--- src/rtl/vwto_pkg.sv ---
// ----------------------------------------------------------------------------
// vwto_pkg
// Shared types and constants of the triangle oscillator.
// ----------------------------------------------------------------------------
package vwto_pkg;

  localparam int CHANNELS_DEF = 8;
  localparam int CH_W         = 3;   // channel field width
  localparam int CH_EXT_W     = 7;   // holds any channel count up to 127
  localparam int PHASE_W      = 32;
  localparam int WIDTH_W      = 16;
  localparam int SAMPLE_W     = 16;
  localparam int DIV_STEPS    = 16;  // quotient bits
  localparam int DCNT_W       = $clog2(DIV_STEPS);
  localparam int CFG_IDX_W    = 1;
  localparam int CFG_DATA_W   = 32;

  localparam logic [WIDTH_W-1:0] RISE_WIDTH_RST = 16'h8000;

  typedef enum logic [CFG_IDX_W-1:0] {
    REG_PHASE_INC  = 1'b0,
    REG_RISE_WIDTH = 1'b1
  } cfg_reg_t;

  typedef enum logic [1:0] {
    ST_IDLE,
    ST_SETUP,
    ST_DIV,
    ST_FIN
  } vwto_state_t;

  typedef struct packed {
    logic load;    // capture request, read phase
    logic setup;   // pick branch, update phase, start divider
    logic step;    // one quotient bit
    logic finish;  // form sample into output register
  } vwto_cmd_t;

  typedef struct packed {
    logic last_step;
    logic out_free;
  } vwto_sts_t;

endpackage

--- src/rtl/vwto_ctrl.sv ---
// ----------------------------------------------------------------------------
// vwto_ctrl
// Sequencer: request capture, setup, sixteen divide steps, output load.
// ----------------------------------------------------------------------------
module vwto_ctrl (
  input  logic                clk,
  input  logic                rst,
  input  logic                in_valid,
  output logic                in_stall,
  output vwto_pkg::vwto_cmd_t cmd,
  input  vwto_pkg::vwto_sts_t sts
);
  import vwto_pkg::*;

  vwto_state_t state;
  vwto_state_t state_next;

  always_ff @(posedge clk) begin
    if (rst) begin
      state <= ST_IDLE;
    end else begin
      state <= state_next;
    end
  end

  always_comb begin
    state_next = state;
    cmd        = '0;
    in_stall   = rst || (state != ST_IDLE);
    case (state)
      ST_IDLE: begin
        if (in_valid && !rst) begin
          cmd.load   = 1'b1;
          state_next = ST_SETUP;
        end
      end
      ST_SETUP: begin
        cmd.setup  = 1'b1;
        state_next = ST_DIV;
      end
      ST_DIV: begin
        cmd.step = 1'b1;
        if (sts.last_step) begin
          state_next = ST_FIN;
        end
      end
      ST_FIN: begin
        if (sts.out_free) begin
          cmd.finish = 1'b1;
          state_next = ST_IDLE;
        end
      end
      default: begin
        state_next = ST_IDLE;
      end
    endcase
  end

endmodule

--- src/rtl/vwto_dp.sv ---
// ----------------------------------------------------------------------------
// vwto_dp
// Config registers, phase memory, restoring divider and output register.
// ----------------------------------------------------------------------------
module vwto_dp #(
  parameter int CHANNELS = vwto_pkg::CHANNELS_DEF
) (
  input  logic                                clk,
  input  logic                                rst,
  input  logic                                cfg_valid,
  input  logic                                cfg_ready,
  input  logic [vwto_pkg::CFG_IDX_W-1:0]      cfg_index,
  input  logic [vwto_pkg::CFG_DATA_W-1:0]     cfg_data,
  input  logic [vwto_pkg::CH_W-1:0]           channel,
  input  vwto_pkg::vwto_cmd_t                 cmd,
  output vwto_pkg::vwto_sts_t                 sts,
  output logic                                out_valid,
  input  logic                                out_stall,
  output logic signed [vwto_pkg::SAMPLE_W-1:0] sample_out,
  output logic [vwto_pkg::CH_W-1:0]           channel_out
);
  import vwto_pkg::*;

  localparam int IDX_W = (CHANNELS > 1) ? $clog2(CHANNELS) : 1;

  // config
  logic [PHASE_W-1:0] phase_inc;
  logic [WIDTH_W-1:0] rise_width;

  // request
  logic [CH_W-1:0]     ch_reg;
  logic [IDX_W-1:0]    idx_reg;
  logic                in_rng;
  logic [CH_EXT_W-1:0] ch_ext;
  logic [IDX_W-1:0]    idx;
  logic                rng;

  // phase memory with per-entry valid bits
  logic [PHASE_W-1:0]  phase_mem [CHANNELS];
  logic [CHANNELS-1:0] vld_bits;
  logic [PHASE_W-1:0]  rd_data;
  logic                rd_vld;
  logic [PHASE_W-1:0]  phase;
  logic [PHASE_W-1:0]  width_q32;
  logic                rise_now;

  // divider
  logic                rising;
  logic [WIDTH_W:0]    dsr;
  logic [WIDTH_W:0]    rem;
  logic [DIV_STEPS-1:0] nq;
  logic [DCNT_W-1:0]   dcnt;
  logic [WIDTH_W:0]    trial;
  logic                q_bit;
  logic [PHASE_W-1:0]  num;

  logic [SAMPLE_W-1:0] sample_new;

  assign ch_ext = {{(CH_EXT_W-CH_W){1'b0}}, channel};
  assign idx    = ch_ext[IDX_W-1:0];
  assign rng    = ch_ext < CH_EXT_W'(CHANNELS);

  always_ff @(posedge clk) begin
    if (rst) begin
      phase_inc  <= '0;
      rise_width <= RISE_WIDTH_RST;
    end else if (cfg_valid && cfg_ready) begin
      case (cfg_index)
        REG_PHASE_INC:  phase_inc  <= cfg_data;
        REG_RISE_WIDTH: rise_width <= cfg_data[WIDTH_W-1:0];
        default: ;
      endcase
    end
  end

  always_ff @(posedge clk) begin
    if (cmd.load) begin
      ch_reg  <= channel;
      idx_reg <= idx;
      in_rng  <= rng;
    end
  end

  // memory: registered read on load, write of the advanced phase on setup
  always_ff @(posedge clk) begin
    if (cmd.load && rng) begin
      rd_data <= phase_mem[idx];
    end
    if (cmd.setup && in_rng) begin
      phase_mem[idx_reg] <= phase + phase_inc;
    end
  end

  always_ff @(posedge clk) begin
    if (rst) begin
      vld_bits <= '0;
      rd_vld   <= 1'b0;
    end else begin
      if (cmd.load) begin
        rd_vld <= rng && vld_bits[idx];
      end
      if (cmd.setup && in_rng) begin
        vld_bits[idx_reg] <= 1'b1;
      end
    end
  end

  assign phase     = rd_vld ? rd_data : '0;
  assign width_q32 = {rise_width, {(PHASE_W-WIDTH_W){1'b0}}};
  assign rise_now  = phase < width_q32;
  // both branches reduce to a 32-bit by 17-bit divide with a 16-bit quotient
  assign num       = rise_now ? phase : (phase - width_q32);

  assign trial = {rem[WIDTH_W-1:0], nq[DIV_STEPS-1]};
  assign q_bit = trial >= dsr;

  always_ff @(posedge clk) begin
    if (cmd.setup) begin
      rising <= rise_now;
      dsr    <= rise_now ? {1'b0, rise_width}
                         : ((WIDTH_W+1)'(1) << WIDTH_W) - {1'b0, rise_width};
      rem    <= {1'b0, num[PHASE_W-1:DIV_STEPS]};
      nq     <= num[DIV_STEPS-1:0];
    end else if (cmd.step) begin
      rem <= q_bit ? (trial - dsr) : trial;
      nq  <= {nq[DIV_STEPS-2:0], q_bit};
    end
  end

  always_ff @(posedge clk) begin
    if (rst) begin
      dcnt <= '0;
    end else if (cmd.setup) begin
      dcnt <= '0;
    end else if (cmd.step) begin
      dcnt <= dcnt + 1'b1;
    end
  end

  assign sts.last_step = dcnt == DCNT_W'(DIV_STEPS - 1);
  assign sts.out_free  = !out_valid || !out_stall;

  // rising: q - 1.0; falling: 1.0 - q, peak clipped to full scale
  always_comb begin
    if (!in_rng) begin
      sample_new = '0;
    end else if (rising) begin
      sample_new = {~nq[DIV_STEPS-1], nq[DIV_STEPS-2:0]};
    end else if (nq == '0) begin
      sample_new = 16'h7FFF;
    end else begin
      sample_new = 16'h8000 - nq;
    end
  end

  always_ff @(posedge clk) begin
    if (rst) begin
      out_valid <= 1'b0;
    end else if (cmd.finish) begin
      out_valid <= 1'b1;
    end else if (!out_stall) begin
      out_valid <= 1'b0;
    end
  end

  always_ff @(posedge clk) begin
    if (cmd.finish) begin
      sample_out  <= sample_new;
      channel_out <= ch_reg;
    end
  end

endmodule

--- src/rtl/variable_width_triangle_oscillator.sv ---
// ----------------------------------------------------------------------------
// variable_width_triangle_oscillator
// Multi-channel triangle oscillator with adjustable rise/fall symmetry.
// ----------------------------------------------------------------------------
// Each request names a channel; the block returns that channel's sample in
// signed Q1.15, taken from the phase before the update, then advances the
// phase by phase_increment (Q0.32, wraps). While the phase is below
// rise_width (Q0.16) the sample ramps from -1 up to +1, and over the rest of
// the cycle it ramps back down; the peak clips to 32767. rise_width 0 gives a
// pure falling ramp. A channel at or beyond CHANNELS returns 0 and touches
// no phase. The phase memory is read at the accepting edge. A setup step
// then selects the branch and writes back the advanced phase, the
// one-bit-per-cycle restoring divider forms the 16-bit ramp position,
// and the result loads into the output register once that register is
// free. The sequencer then returns to idle and can accept the next request.
// in_stall stays high from acceptance until the output register
// loads, and longer while a stalled result still holds that register.
// The output register lets a finished sample wait while the next request
// is accepted. Phases read as zero after reset (per-entry valid bits), so
// no clearing pass is needed. Configuration writes are always taken
// (cfg_ready is high outside reset) and should only be made while idle.
// ----------------------------------------------------------------------------
module variable_width_triangle_oscillator #(
  parameter int CHANNELS = vwto_pkg::CHANNELS_DEF
) (
  input  logic                                 clk,
  input  logic                                 rst,
  // configuration write
  input  logic                                 cfg_valid,
  output logic                                 cfg_ready,
  input  logic [vwto_pkg::CFG_IDX_W-1:0]       cfg_index,
  input  logic [vwto_pkg::CFG_DATA_W-1:0]      cfg_data,
  // sample requests
  input  logic                                 in_valid,
  output logic                                 in_stall,
  input  logic [vwto_pkg::CH_W-1:0]            channel,
  // samples
  output logic                                 out_valid,
  input  logic                                 out_stall,
  output logic signed [vwto_pkg::SAMPLE_W-1:0] sample_out,
  output logic [vwto_pkg::CH_W-1:0]            channel_out
);
  import vwto_pkg::*;

  vwto_cmd_t cmd;
  vwto_sts_t sts;

  assign cfg_ready = !rst;

  // sequencer
  vwto_ctrl u_ctrl (
    .clk      (clk),
    .rst      (rst),
    .in_valid (in_valid),
    .in_stall (in_stall),
    .cmd      (cmd),
    .sts      (sts)
  );

  // phase store, divider, output register
  vwto_dp #(
    .CHANNELS (CHANNELS)
  ) u_dp (
    .clk         (clk),
    .rst         (rst),
    .cfg_valid   (cfg_valid),
    .cfg_ready   (cfg_ready),
    .cfg_index   (cfg_index),
    .cfg_data    (cfg_data),
    .channel     (channel),
    .cmd         (cmd),
    .sts         (sts),
    .out_valid   (out_valid),
    .out_stall   (out_stall),
    .sample_out  (sample_out),
    .channel_out (channel_out)
  );

endmodule

--- config.mk ---
export PLATFORM = sky130hd
export DESIGN_NAME = variable_width_triangle_oscillator
export DESIGN_NICKNAME = d
export VERILOG_FILES = /design/src/rtl/vwto_pkg.sv /design/src/rtl/vwto_ctrl.sv /design/src/rtl/vwto_dp.sv /design/src/rtl/variable_width_triangle_oscillator.sv
export SDC_FILE = /design/constraint.sdc
export NUM_CORES = 1
export LEC_CHECK = 0
export BUFFER_PORTS_ARGS = -buffer_cell sky130_fd_sc_hd__buf_4
export CAP_MARGIN = 20
export CORE_MARGIN = 5
export CORE_UTILIZATION = 45
export DETAILED_ROUTE_END_ITERATION = 10
export PLACE_DENSITY = 0.62
export SYNTH_ARGS = -nofsm -noshare
export SYNTH_HDL_FRONTEND = slang
export SYNTH_HIERARCHICAL = 1
export SYNTH_SLANG_ARGS = --single-unit
--- constraint.sdc ---
create_clock -name clk -period 4.6 [get_ports clk]
set_input_delay 0.46 -clock clk [delete_from_list [all_inputs] [get_ports clk]]
set_output_delay 0.46 -clock clk [all_outputs]
set_load 0.01 [all_outputs]
### Word level (Yosys, flattened, before mapping)

Memories as Yosys holds them, arrays and structs flattened. A register that Yosys moved wholly into a read port is not among the register bits.
Cells that the tools add are included.

| word-level totals | value |
|---|---|
| bits in registers | 137 |
| memory bits (writable) | 256 |
| input port bits | 41 |
| logic and storage cells | 87 |
| memories kept | 1 |

| cells by class | value |
|---|---|
| $add $sub $neg | 6 |
| magnitude comparators | 6 |
| equality and inequality tests | 8 |
| multiplexer cells | 28 |
| bitwise logic cells | 3 |
| reduce and logical (&&, ||, !) cells | 19 |

Memory list:

| name | depth | bits a word | rd ports | clocked after memory_dff | wr ports | RTL line | source |
|---|---|---|---|---|---|---|---|
| u_dp.phase_mem | 8 | 32 | 1 | 1 | 1 | vwto_dp.sv:39 | `logic [PHASE_W-1:0] phase_mem [CHANNELS];` |

Operators by type and width:

| cell | count |
|---|---|
| $mux 16 | 8 |
| $mux 32 | 2 |
| $add 32x32->32 | 1 |
| $lt 32x32->1 | 1 |
| $sub 32x32->32 | 1 |
| $ge 17x17->1 | 1 |
| $sub 17x16->17 const A | 1 |
| $logic_not 16->1 | 1 |
| $sub 16x16->16 | 1 |
| $sub 16x16->16 const A | 1 |
| $lt 3x4->1 const B | 3 |
| $mux 1 | 12 |
| $or 8x8->8 | 1 |
| $pmux 2 s4 | 1 |
| $logic_and 1x1->1 | 6 |
| $mux 2 | 3 |
| $add 4x1->4 const B | 1 |
| $eq 2x2->1 const B | 2 |
| $eq 4x4->1 const B | 1 |
| $ne 2x1->1 const B | 2 |
| $ne 2x2->1 const B | 2 |
| $reduce_and 2->1 | 2 |
| $reduce_bool 2->1 | 2 |
| $bmux 1 s3 | 1 |
| 9 further kinds | 13 |

### Longest topological paths before layout

Gate-level depths: netlist of run 1.

| depth | value |
|---|---|
| depth in word-level cells | 5 |
| gate-level depth with buffers | 20 |
| gate-level depth less buffers | 14 |

### By module

The synthesis of run 1 kept the hierarchy.

Modules (own cells, without submodules):

| module | times used | cells an instance | area each (µm²) | seq. area each (µm²) |
|---|---|---|---|---|
| vwto_dp | 1 | 1595 | 20418.3 | 12051.6 |
| vwto_ctrl | 1 | 22 | 196.4 | 40.0 |
| variable_width_triangle_oscillator | 1 | 1 | 3.8 | 0.0 |

### Worst setup path after synthesis of run 1

OpenSTA, ideal clock, no wires.

| path | value |
|---|---|
| kind | reg2reg |
| start point | register u_dp.rd_vld |
| end point | memory u_dp.phase_mem[0][29] (data pin) |
| library setup time | 0.231 ns |
| arrival time | 4.569 ns |
| data required time | 4.369 ns |
| slack | -0.200 ns |
| cell stages (with the launch flop) | 18 |
| clock period less this slack | 4.800 ns |
| path through | dfxtp_1 clkbuf_1 buf_2 buf_1 clkbuf_1 clkbuf_1 clkbuf_1 and2_1 ha_1 nand4_2 or3_1 or4b_4 a2111o_1 a21o_1 a211oi_1 or4_1 a21oi_1 xnor2_1 |

| on the way | value |
|---|---|
| word-level cells in the longest chain between the ends | 2 |

Ends and longest elaborated chain:

| element | RTL line | source |
|---|---|---|
| start, declared | vwto_dp.sv:42 | `logic rd_vld;` |
| start signal, assigned | vwto_dp.sv:100 | `rd_vld <= rng && vld_bits[idx];` |
| $mux 32 | vwto_dp.sv:108 | `assign phase = rd_vld ? rd_data : '0;` |
| $add 32x32->32 | vwto_dp.sv:90 | `phase_mem[idx_reg] <= phase + phase_inc;` |
| end, declared | vwto_dp.sv:39 |  |

No other way between the ends.

### Worst setup path in the final report of run 1

| path | value |
|---|---|
| start point | register u_dp.rd_vld |
| end point | memory u_dp.phase_mem[6][28] (data pin) |

The elaborated chain is that of the path after synthesis.

==> run_results.csv, run 1 <==
group,metric,value,unit
drt,final_antenna_net_count,0,
timing,timing.hold.ws,0.1316,ns
global_routing,grt_max_degree,67,
global_routing,grt_util_all_layers,20.85,%
setup_path,worst-setup-path-type,"register to register",
clock_tree,hold_buffers,0,
floorplan,pin_count,63,
floorplan,coreArea,0.04538,sq mm
power_and_ir_drop,p_clk_share,30.2,%
floorplan,die-area,0.05020,sq mm
global_routing,grt_pass1_wl,79740,um
synthesis,netlist_area,0.02062,sq mm
timing,fin_skew,0.02523,ns
setup_path,end_kind,"register",
clock_tree,cts.sinks,424,
synthesis,ys_warn_count,6,
synthesis,synthArstFlopShare,0,%
drt,vias,13379,
synthesis,synth_cells,1618,
timing,hold_violations,0,
setup_path,slowest_stage,"o31ai_1",
clock_tree,clkLatencyLatePin,0.58,ns
synthesis,ys_ff_latch,424,
run_status,status,"finished, final reports clean",
synthesis,synth_edf_count,360,
power_and_ir_drop,vdd.ir_drop.worst,0.0003566,V
synthesis,synth_top_area_cell,"edfxtp_1",
power_and_ir_drop,comb_power_share,26.6,%
setup_path,reg2reg_setup_slack,0.13,ns
timing,finalSetupTns,0,ns
clock_tree,clockBufferDepth,3,
timing,worst_pin_slew,1.028,ns
cells_and_area,finalNetCount,1771,
synthesis,synth_top_cell_area_share,52.43,%
cells_and_area,drive_gt1_share,17.40,%
timing,period_minus_slack,4.467,ns
global_routing,grt_pass1_vias,12934,
drt,via_per_inst,5.799,
clock_tree,clockRootBuffer,"clkbuf_16",
clock_tree,cts_htree_levels,2,
setup_path,start_kind,"register",
power_and_ir_drop,power.switching,0.003732,W
setup_path,cpMostUsedCell,"a21o_1",
power_and_ir_drop,swShare,30.96,%
setup_path,crit_path_max_incr_delay,0.73,ns
setup_path,cp_cell_sequence,"and2_1, ha_1, fa_1, a21o_1, nand4_1, a21o_1, a32oi_1, o221a_2, nor2_1, o31ai_1, a211oi_1, xnor2_1",
synthesis,yosysUniqueCellTypes,80,
clock_tree,post_cts_buffers,0,
cells_and_area,reg_top3,"u_dp/phase_mem x256, u_dp/phase_inc x32, u_dp/rd_data x32",
floorplan,fp-row-count,78,
global_routing,overflow,0,
setup_path,cp.arrival,4.74,ns
min_path,hold_path_class,"input port to register",
cells_and_area,multi_input_area,0.008001,sq mm
synthesis,avgSynthCellArea,12.74,sq um
power_and_ir_drop,cell_internal_pwr,0.008324,W
setup_path,cp_max_fo,20,
drt,dr.pass1.iters,5,
power_and_ir_drop,leakage,8.360,nW
synthesis,ys.flop_type,"edfxtp_1",
clock_tree,cts_tree,"done",
timing,fmax,0.2239,GHz
timing,relSlewSlack,31.46,%
cells_and_area,largest_register_ffs,256,
cells_and_area,fillers,3948,
setup_path,cp.required,4.87,ns
synthesis,yosysSeqAreaShare,58.64,%
clock_tree,cts_resized,0,
drt,drt-initial-drc-count,1084,
timing,setup_viol,0,
drt,wl_per_cell,22.95,um
run,maxCapViolations,0,
timing,grt_setup_unrepaired,"no",
cells_and_area,regArea,0.01209,sq mm
power_and_ir_drop,seq_power_share,43.2,%
global_routing,antenna_found_initial,0,
drt,wl,52940,um
floorplan,dieHeight,224.1,um
floorplan,start_util,45.43,%
timing,final_max_slew_viol_count,0,
cells_and_area,top_register,"u_dp/phase_mem",
synthesis,syn-num-nets,1720,
clock_tree,clk_pin_slew,0.07,ns
clock_tree,numCtsBuffers,46,
drt,drc_errors,0,
placement,hpwl,35390,um
timing,min_period_over_period,97.10,%
placement,io_buffers,62,
synthesis,synth.top_cells.by_area,"edfxtp_1 (52%), mux4_2 (7.2%), dfxtp_1 (6.2%), ha_1 (3.6%), nand2_1 (3.4%)",
placement,place.gp.congestion,0.8897,
power_and_ir_drop,power_density,518.2,mW/mm^2
floorplan,fp.dieW,224.1,um
cells_and_area,area_growth_syn_to_layout,12.84,%
cells_and_area,diodes,0,
==> kinds of logic (layout without fill, tap and decap cells) <==
| family | count (synthesis) | after routing | share of synthesized area [%] |
|---|---|---|---|
| XOR/XNOR | 96 | 96 | 4.078 |
| adder cells (fa/ha/maj) | 65 | 65 | 3.969 |
| multiplexers | 131 | 131 | 10.61 |
| AO/OA/AOI/OAI | 336 | 336 | 10.32 |
| buffers and inverters | 152 | 241 | 2.882 |
| flip-flops | 424 | 424 | 58.64 |
| AND/OR/NAND/NOR | 414 | 414 | 9.497 |
==> power by group through the flow <==
stage | clock (W) | combinational, W | sequential [W]
after detailed placement | 0 | 0.00319 | 0.00528
after global placement | 0 | 0.00314 | 0.00527
after CTS | 0.00374 | 0.00320 | 0.00520
after floorplan | 0 | 0.00234 | 0.00513
after global routing | 0.00389 | 0.00352 | 0.00525
final | 0.00364 | 0.00320 | 0.00521
==> final timing paths <==
check,start,to,depth (start not counted)
setup / recovery,u_dp/rd_vld,u_dp/phase_mem[6][28],12
hold / removal,cfg_data[20],u_dp/phase_inc[20],3
setup reg to reg,u_dp/rd_vld,u_dp/phase_mem[6][28],12
hold reg to reg,u_dp/phase_inc[0],u_dp/phase_inc[0],2
==> synthesized netlist by cell type (4+ instances only) <==
master,n
buf_1,15
or4_1,4
inv_1,65
o21bai_1,6
a32oi_1,4
xor2_1,25
a211oi_1,14
nand2b_1,14
mux4_2,66
nor2_1,68
and2_1,25
nand4_1,10
maj3_1,4
a31oi_1,13
a311oi_1,9
and3_1,8
xnor2_1,71
o31ai_1,7
nor2b_1,15
a21o_1,25
o22ai_1,4
nand2_1,187
a21oi_1,118
mux2_2,40
or2_2,5
ha_1,59
o21ai_0,67
edfxtp_1,360
or3_1,6
a211o_1,7
o21a_1,12
buf_2,13
nand3_1,16
o211ai_1,6
clkbuf_1,53
dfxtp_1,64
a2bb2oi_1,4
nor4_1,11
mux2i_1,25
a22oi_1,4
nor3_1,26
==> cell type report <==
| class | instances | area share (%) |
|---|---|---|
| Clock buffer | 64 | 5.545 |
| Clock inverter | 22 | 0.9196 |
| Sequential cell | 424 | 51.98 |
| Inverter | 69 | 1.113 |
| Timing Repair Buffer | 86 | 2.829 |
| Multi-Input combinational cell | 1042 | 34.39 |
| Tap cell | 600 | 3.227 |
==> layout by cell type (no fill, tap or decap), drive strengths merged, types with 7 or more instances in the layout <==
cell,count
a21o,25
a31oi,13
dfxtp,64
clkinv,17
edfxtp,360
xnor2,71
nor4,11
o31ai,8
a211o,7
clkbuf,64
a21oi,119
inv,71
buf,86
and2,28
nand2b,14
a211oi,15
and3,8
o21ai,69
mux2,40
mux4,66
mux2i,25
nor3,26
nand2,187
a311oi,9
nor2b,16
nor2,68
nand4,11
ha,59
xor2,25
nand3,17
o21a,12
==> metal layers <==
layer  part of all wire [%]  routed length (um)  track usage [%]  vias up
li1                       -                   -                -     6183
met1                     46               24440            30.44     6724
met2                     45               24000            32.25      406
met3                    6.2                3306            4.311       66
met4                    2.3                1197            5.316        0
met5                      0                   0                0        -
==> critical path: cells and delay by family, from the launching register on <==
kind,cells,cell delay [ns]
AO/OA/AOI/OAI,6,2.03
flip-flops,1,0.61
XOR/XNOR,1,0.59
AND/OR/NAND/NOR,3,0.48
adder cells (fa/ha/maj),2,0.45
==> per-stage QoR <==
| step | total power (W) | cell area (sq um) | setup WS, ns | cells | utilization (%) |
|---|---|---|---|---|---|
| 6_report | 0.01206 | 23270 | 0.1334 | 2307 | 51.27 |
| 5_1_grt | 0.01266 | 23270 | 0.007306 | 2307 | 51.27 |
| 4_1_cts | 0.01214 | 23270 | 0.2158 | 2307 | 51.27 |
| 3_5_place_dp | 0.008469 | 21760 | 0.2845 | 2221 | 47.95 |
| 3_3_place_gp | 0.008405 | 21760 | 0.3622 | 2221 | 47.95 |
| 2_1_floorplan | 0.007470 | 20630 | 0.06901 | 1618 | - |
Note: power is estimated with default switching activity, not from simulation.
==> inputs of run 2 (changes only) <==
Settings changed: CELL_PAD_IN_SITES_DETAIL_PLACEMENT from default to 2, CELL_PAD_IN_SITES_GLOBAL_PLACEMENT from default to 2, CORE_MARGIN 5 to default, CORE_UTILIZATION 45 to 40, GPL_TIMING_DRIVEN from default to 0, PLACE_DENSITY 0.62 to 0.75.
==> run 2 against run 1 <==
  * Register-to-register slack hardly changed
  * Combinational power rose by 12%
  * Via count up 6.5%
  * Sequential power is 0.8% lower
  * Critical path depth stayed put
  * Critical endpoint is now u_dp/phase_mem[1][21]
  * Largest power group unchanged
==> run_results.csv, run 2 (synthesis results as in run 1) <==
group,metric,value,unit
setup_path,start_kind,"register",
drt,vias,14251,
cells_and_area,finalNetCount,1857,
clock_tree,numCtsBuffers,48,
floorplan,fp-row-count,82,
setup_path,slowest_stage,"xnor2_1",
setup_path,reg2reg_to,"u_dp/phase_mem[1][21]",
drt,dr.pass1.iters,4,
placement,io_buffers,62,
placement,hpwl,48740,um
global_routing,antenna_found_initial,2,
global_routing,overflow,0,
timing,finalSetupTns,0,ns
timing,fin_skew,0.02584,ns
min_path,min_from,"channel[2]",
power_and_ir_drop,power_density,520.1,mW/mm^2
drt,wl,67860,um
min_path,whs_path_depth,1,
clock_tree,clockRootBuffer,"clkbuf_16",
power_and_ir_drop,leakage,8.712,nW
clock_tree,cts_htree_levels,2,
setup_path,cp.arrival,4.71,ns
clock_tree,clk_pin_slew,0.06,ns
power_and_ir_drop,power.switching,0.004073,W
power_and_ir_drop,cell_internal_pwr,0.008538,W
timing,final_max_slew_viol_count,0,
cells_and_area,top_register,"u_dp/phase_mem",
timing,grt_setup_unrepaired,"no",
run_status,status,"finished, final reports clean",
setup_path,cp_max_fo,28,
cells_and_area,largest_register_ffs,256,
global_routing,grt_max_degree,33,
floorplan,pin_count,63,
drt,wl_per_cell,27.54,um
placement,place.gp.congestion,0.8399,
timing,relSlewSlack,30.88,%
power_and_ir_drop,vdd.ir_drop.worst,0.0003291,V
setup_path,crit_path_max_incr_delay,0.79,ns
setup_path,worst-setup-path-type,"register to register",
floorplan,coreArea,0.05048,sq mm
drt,final_antenna_net_count,0,
clock_tree,cts.sinks,424,
cells_and_area,reg_top3,"u_dp/phase_mem x256, u_dp/phase_inc x32, u_dp/rd_data x32",
timing,fmax,0.2244,GHz
min_path,min_to,"u_dp/idx_reg[2]",
clock_tree,cts_tree,"done",
global_routing,grt_util_all_layers,26.01,%
timing,setup_viol,0,
clock_tree,hold_buffers,0,
power_and_ir_drop,seq_power_share,41.0,%
setup_path,timing.rr.start,"u_dp/rd_vld",
power_and_ir_drop,swShare,32.30,%
drt,via_per_inst,5.784,
cells_and_area,area_growth_syn_to_layout,17.61,%
setup_path,cp_cell_sequence,"buf_8, buf_8, clkbuf_16, clkbuf_16, and2_4, ha_4, nand4_4, or3_4, or4b_4, a2111o_1, and2_2, xnor2_1",
cells_and_area,fin_cells,2464,
timing,min_period_over_period,96.88,%
setup_path,cp.required,4.85,ns
setup_path,reg2reg_depth,12,
cells_and_area,fillers,4917,
timing,worst_pin_slew,1.037,ns
cells_and_area,diodes,0,
floorplan,fp.dieW,229.0,um
power_and_ir_drop,p_clk_share,30.7,%
timing,period_minus_slack,4.457,ns
drt,drt-initial-drc-count,888,
timing,hold_violations,0,
clock_tree,clkLatencyLatePin,0.60,ns
setup_path,reg2reg_setup_slack,0.14,ns
global_routing,grt_pass1_vias,15666,
floorplan,start_util,40.85,%
run,maxCapViolations,0,
floorplan,die-area,0.05246,sq mm
placement,placed_cells,2365,
min_path,hold_path_class,"input port to register",
global_routing,grt_pass1_wl,101800,um
setup_path,end_kind,"register",
cells_and_area,drive_gt1_share,19.70,%
power_and_ir_drop,comb_power_share,28.3,%
cells_and_area,final_common_cell,"edfxtp_1",
floorplan,dieHeight,229.0,um
drt,drc_errors,0,
clock_tree,clockBufferDepth,3,
cells_and_area,final_cell_mix,"edfxtp_1 (360), nand2_1 (187), a21oi_1 (115)",
[run 2: cell count changes in the layout (fill, tap and decap cells not counted), sizes merged]
cell    change
buf        +34
bufinv      +2
clkbuf     +46
clkinv      +5
inv         -2
[run 2: layer usage]
layer  track usage, %  part of all wire, %  wire (um)  up-vias
met5                0                    0          0        -
met4            7.667                  2.6       1748        0
met3            3.063                  3.6       2476      109
met2            45.45                   51      34530      315
met1            33.87                   43      29110     7470
li1                 -                    -          -     6357
[run 2: worst max-delay path, delay by kind of cell (launching register included)]
family,cells,cell delay [ns]
compound gates,1,0.49
simple gates,5,1.49
buf+inv,4,0.68
xor+xnor,1,0.79
flops,1,0.37
fa+ha+maj,1,0.28
[run 2: area by class of cell]
| type | count | area [sq um] | share of cell area [%] |
|---|---|---|---|
| flip-flops and latches | 424 | 12100 | 49.88 |
| clock buffers | 60 | 1287 | 5.309 |
| well taps | 672 | 840.8 | 3.467 |
| multi-input cells | 1042 | 8265 | 34.08 |
| plain buffers | 81 | 395.4 | 1.630 |
| repair buffers | 89 | 817.0 | 3.369 |
| clock inverters | 27 | 289.0 | 1.192 |
| inverters | 69 | 259.0 | 1.068 |
[run 2: power groups by stage]
stage / combinational, W / sequential, W / clock, W
global route: 0.00390 / 0.00521 / 0.00408
CTS: 0.00358 / 0.00517 / 0.00396
floorplan: 0.00234 / 0.00513 / 0
global placement: 0.00323 / 0.00520 / 0
finish: 0.00357 / 0.00517 / 0.00387
detailed placement: 0.00346 / 0.00524 / 0
[run 2: worst max-delay path by stage]
stage	startpoint	endpoint	slack, ns	cells past startpoint
floorplan	u_dp/rd_vld	u_dp/phase_mem[0][31]	0.07	17
global placement	u_ctrl/state[1]	u_dp/phase_mem[1][26]	-2.53	5
detailed placement	u_dp/rd_vld	u_dp/phase_mem[0][31]	-2.65	17
CTS	u_dp/rd_vld	u_dp/phase_mem[5][20]	-0.06	16
global route	u_dp/rd_vld	u_dp/phase_mem[4][31]	0.07	16
finish	u_dp/rd_vld	u_dp/phase_mem[1][21]	0.14	12
[run 2: what timing repair did]
action,in CTS,in global routing
gates resized for setup,61,21
pin swaps,15,11
endpoints found under the setup margin,257,144
setup buffers,11,0
[run 2: stage by stage]
step           utilization, %  instance area (sq um)  setup slack, ns  power [W]  hold slack [ns]
6_report                48.04                  24250           0.1435    0.01261          0.08633
5_1_grt                 48.04                  24250          0.06535    0.01319          0.07380
4_1_cts                 47.89                  24170         -0.06325    0.01271          0.06645
3_5_place_dp            43.99                  22210           -2.649   0.008703           0.4648
3_3_place_gp            43.45                  21930           -2.529   0.008427           0.4453
2_1_floorplan               -                  20630          0.06901   0.007470           0.4348
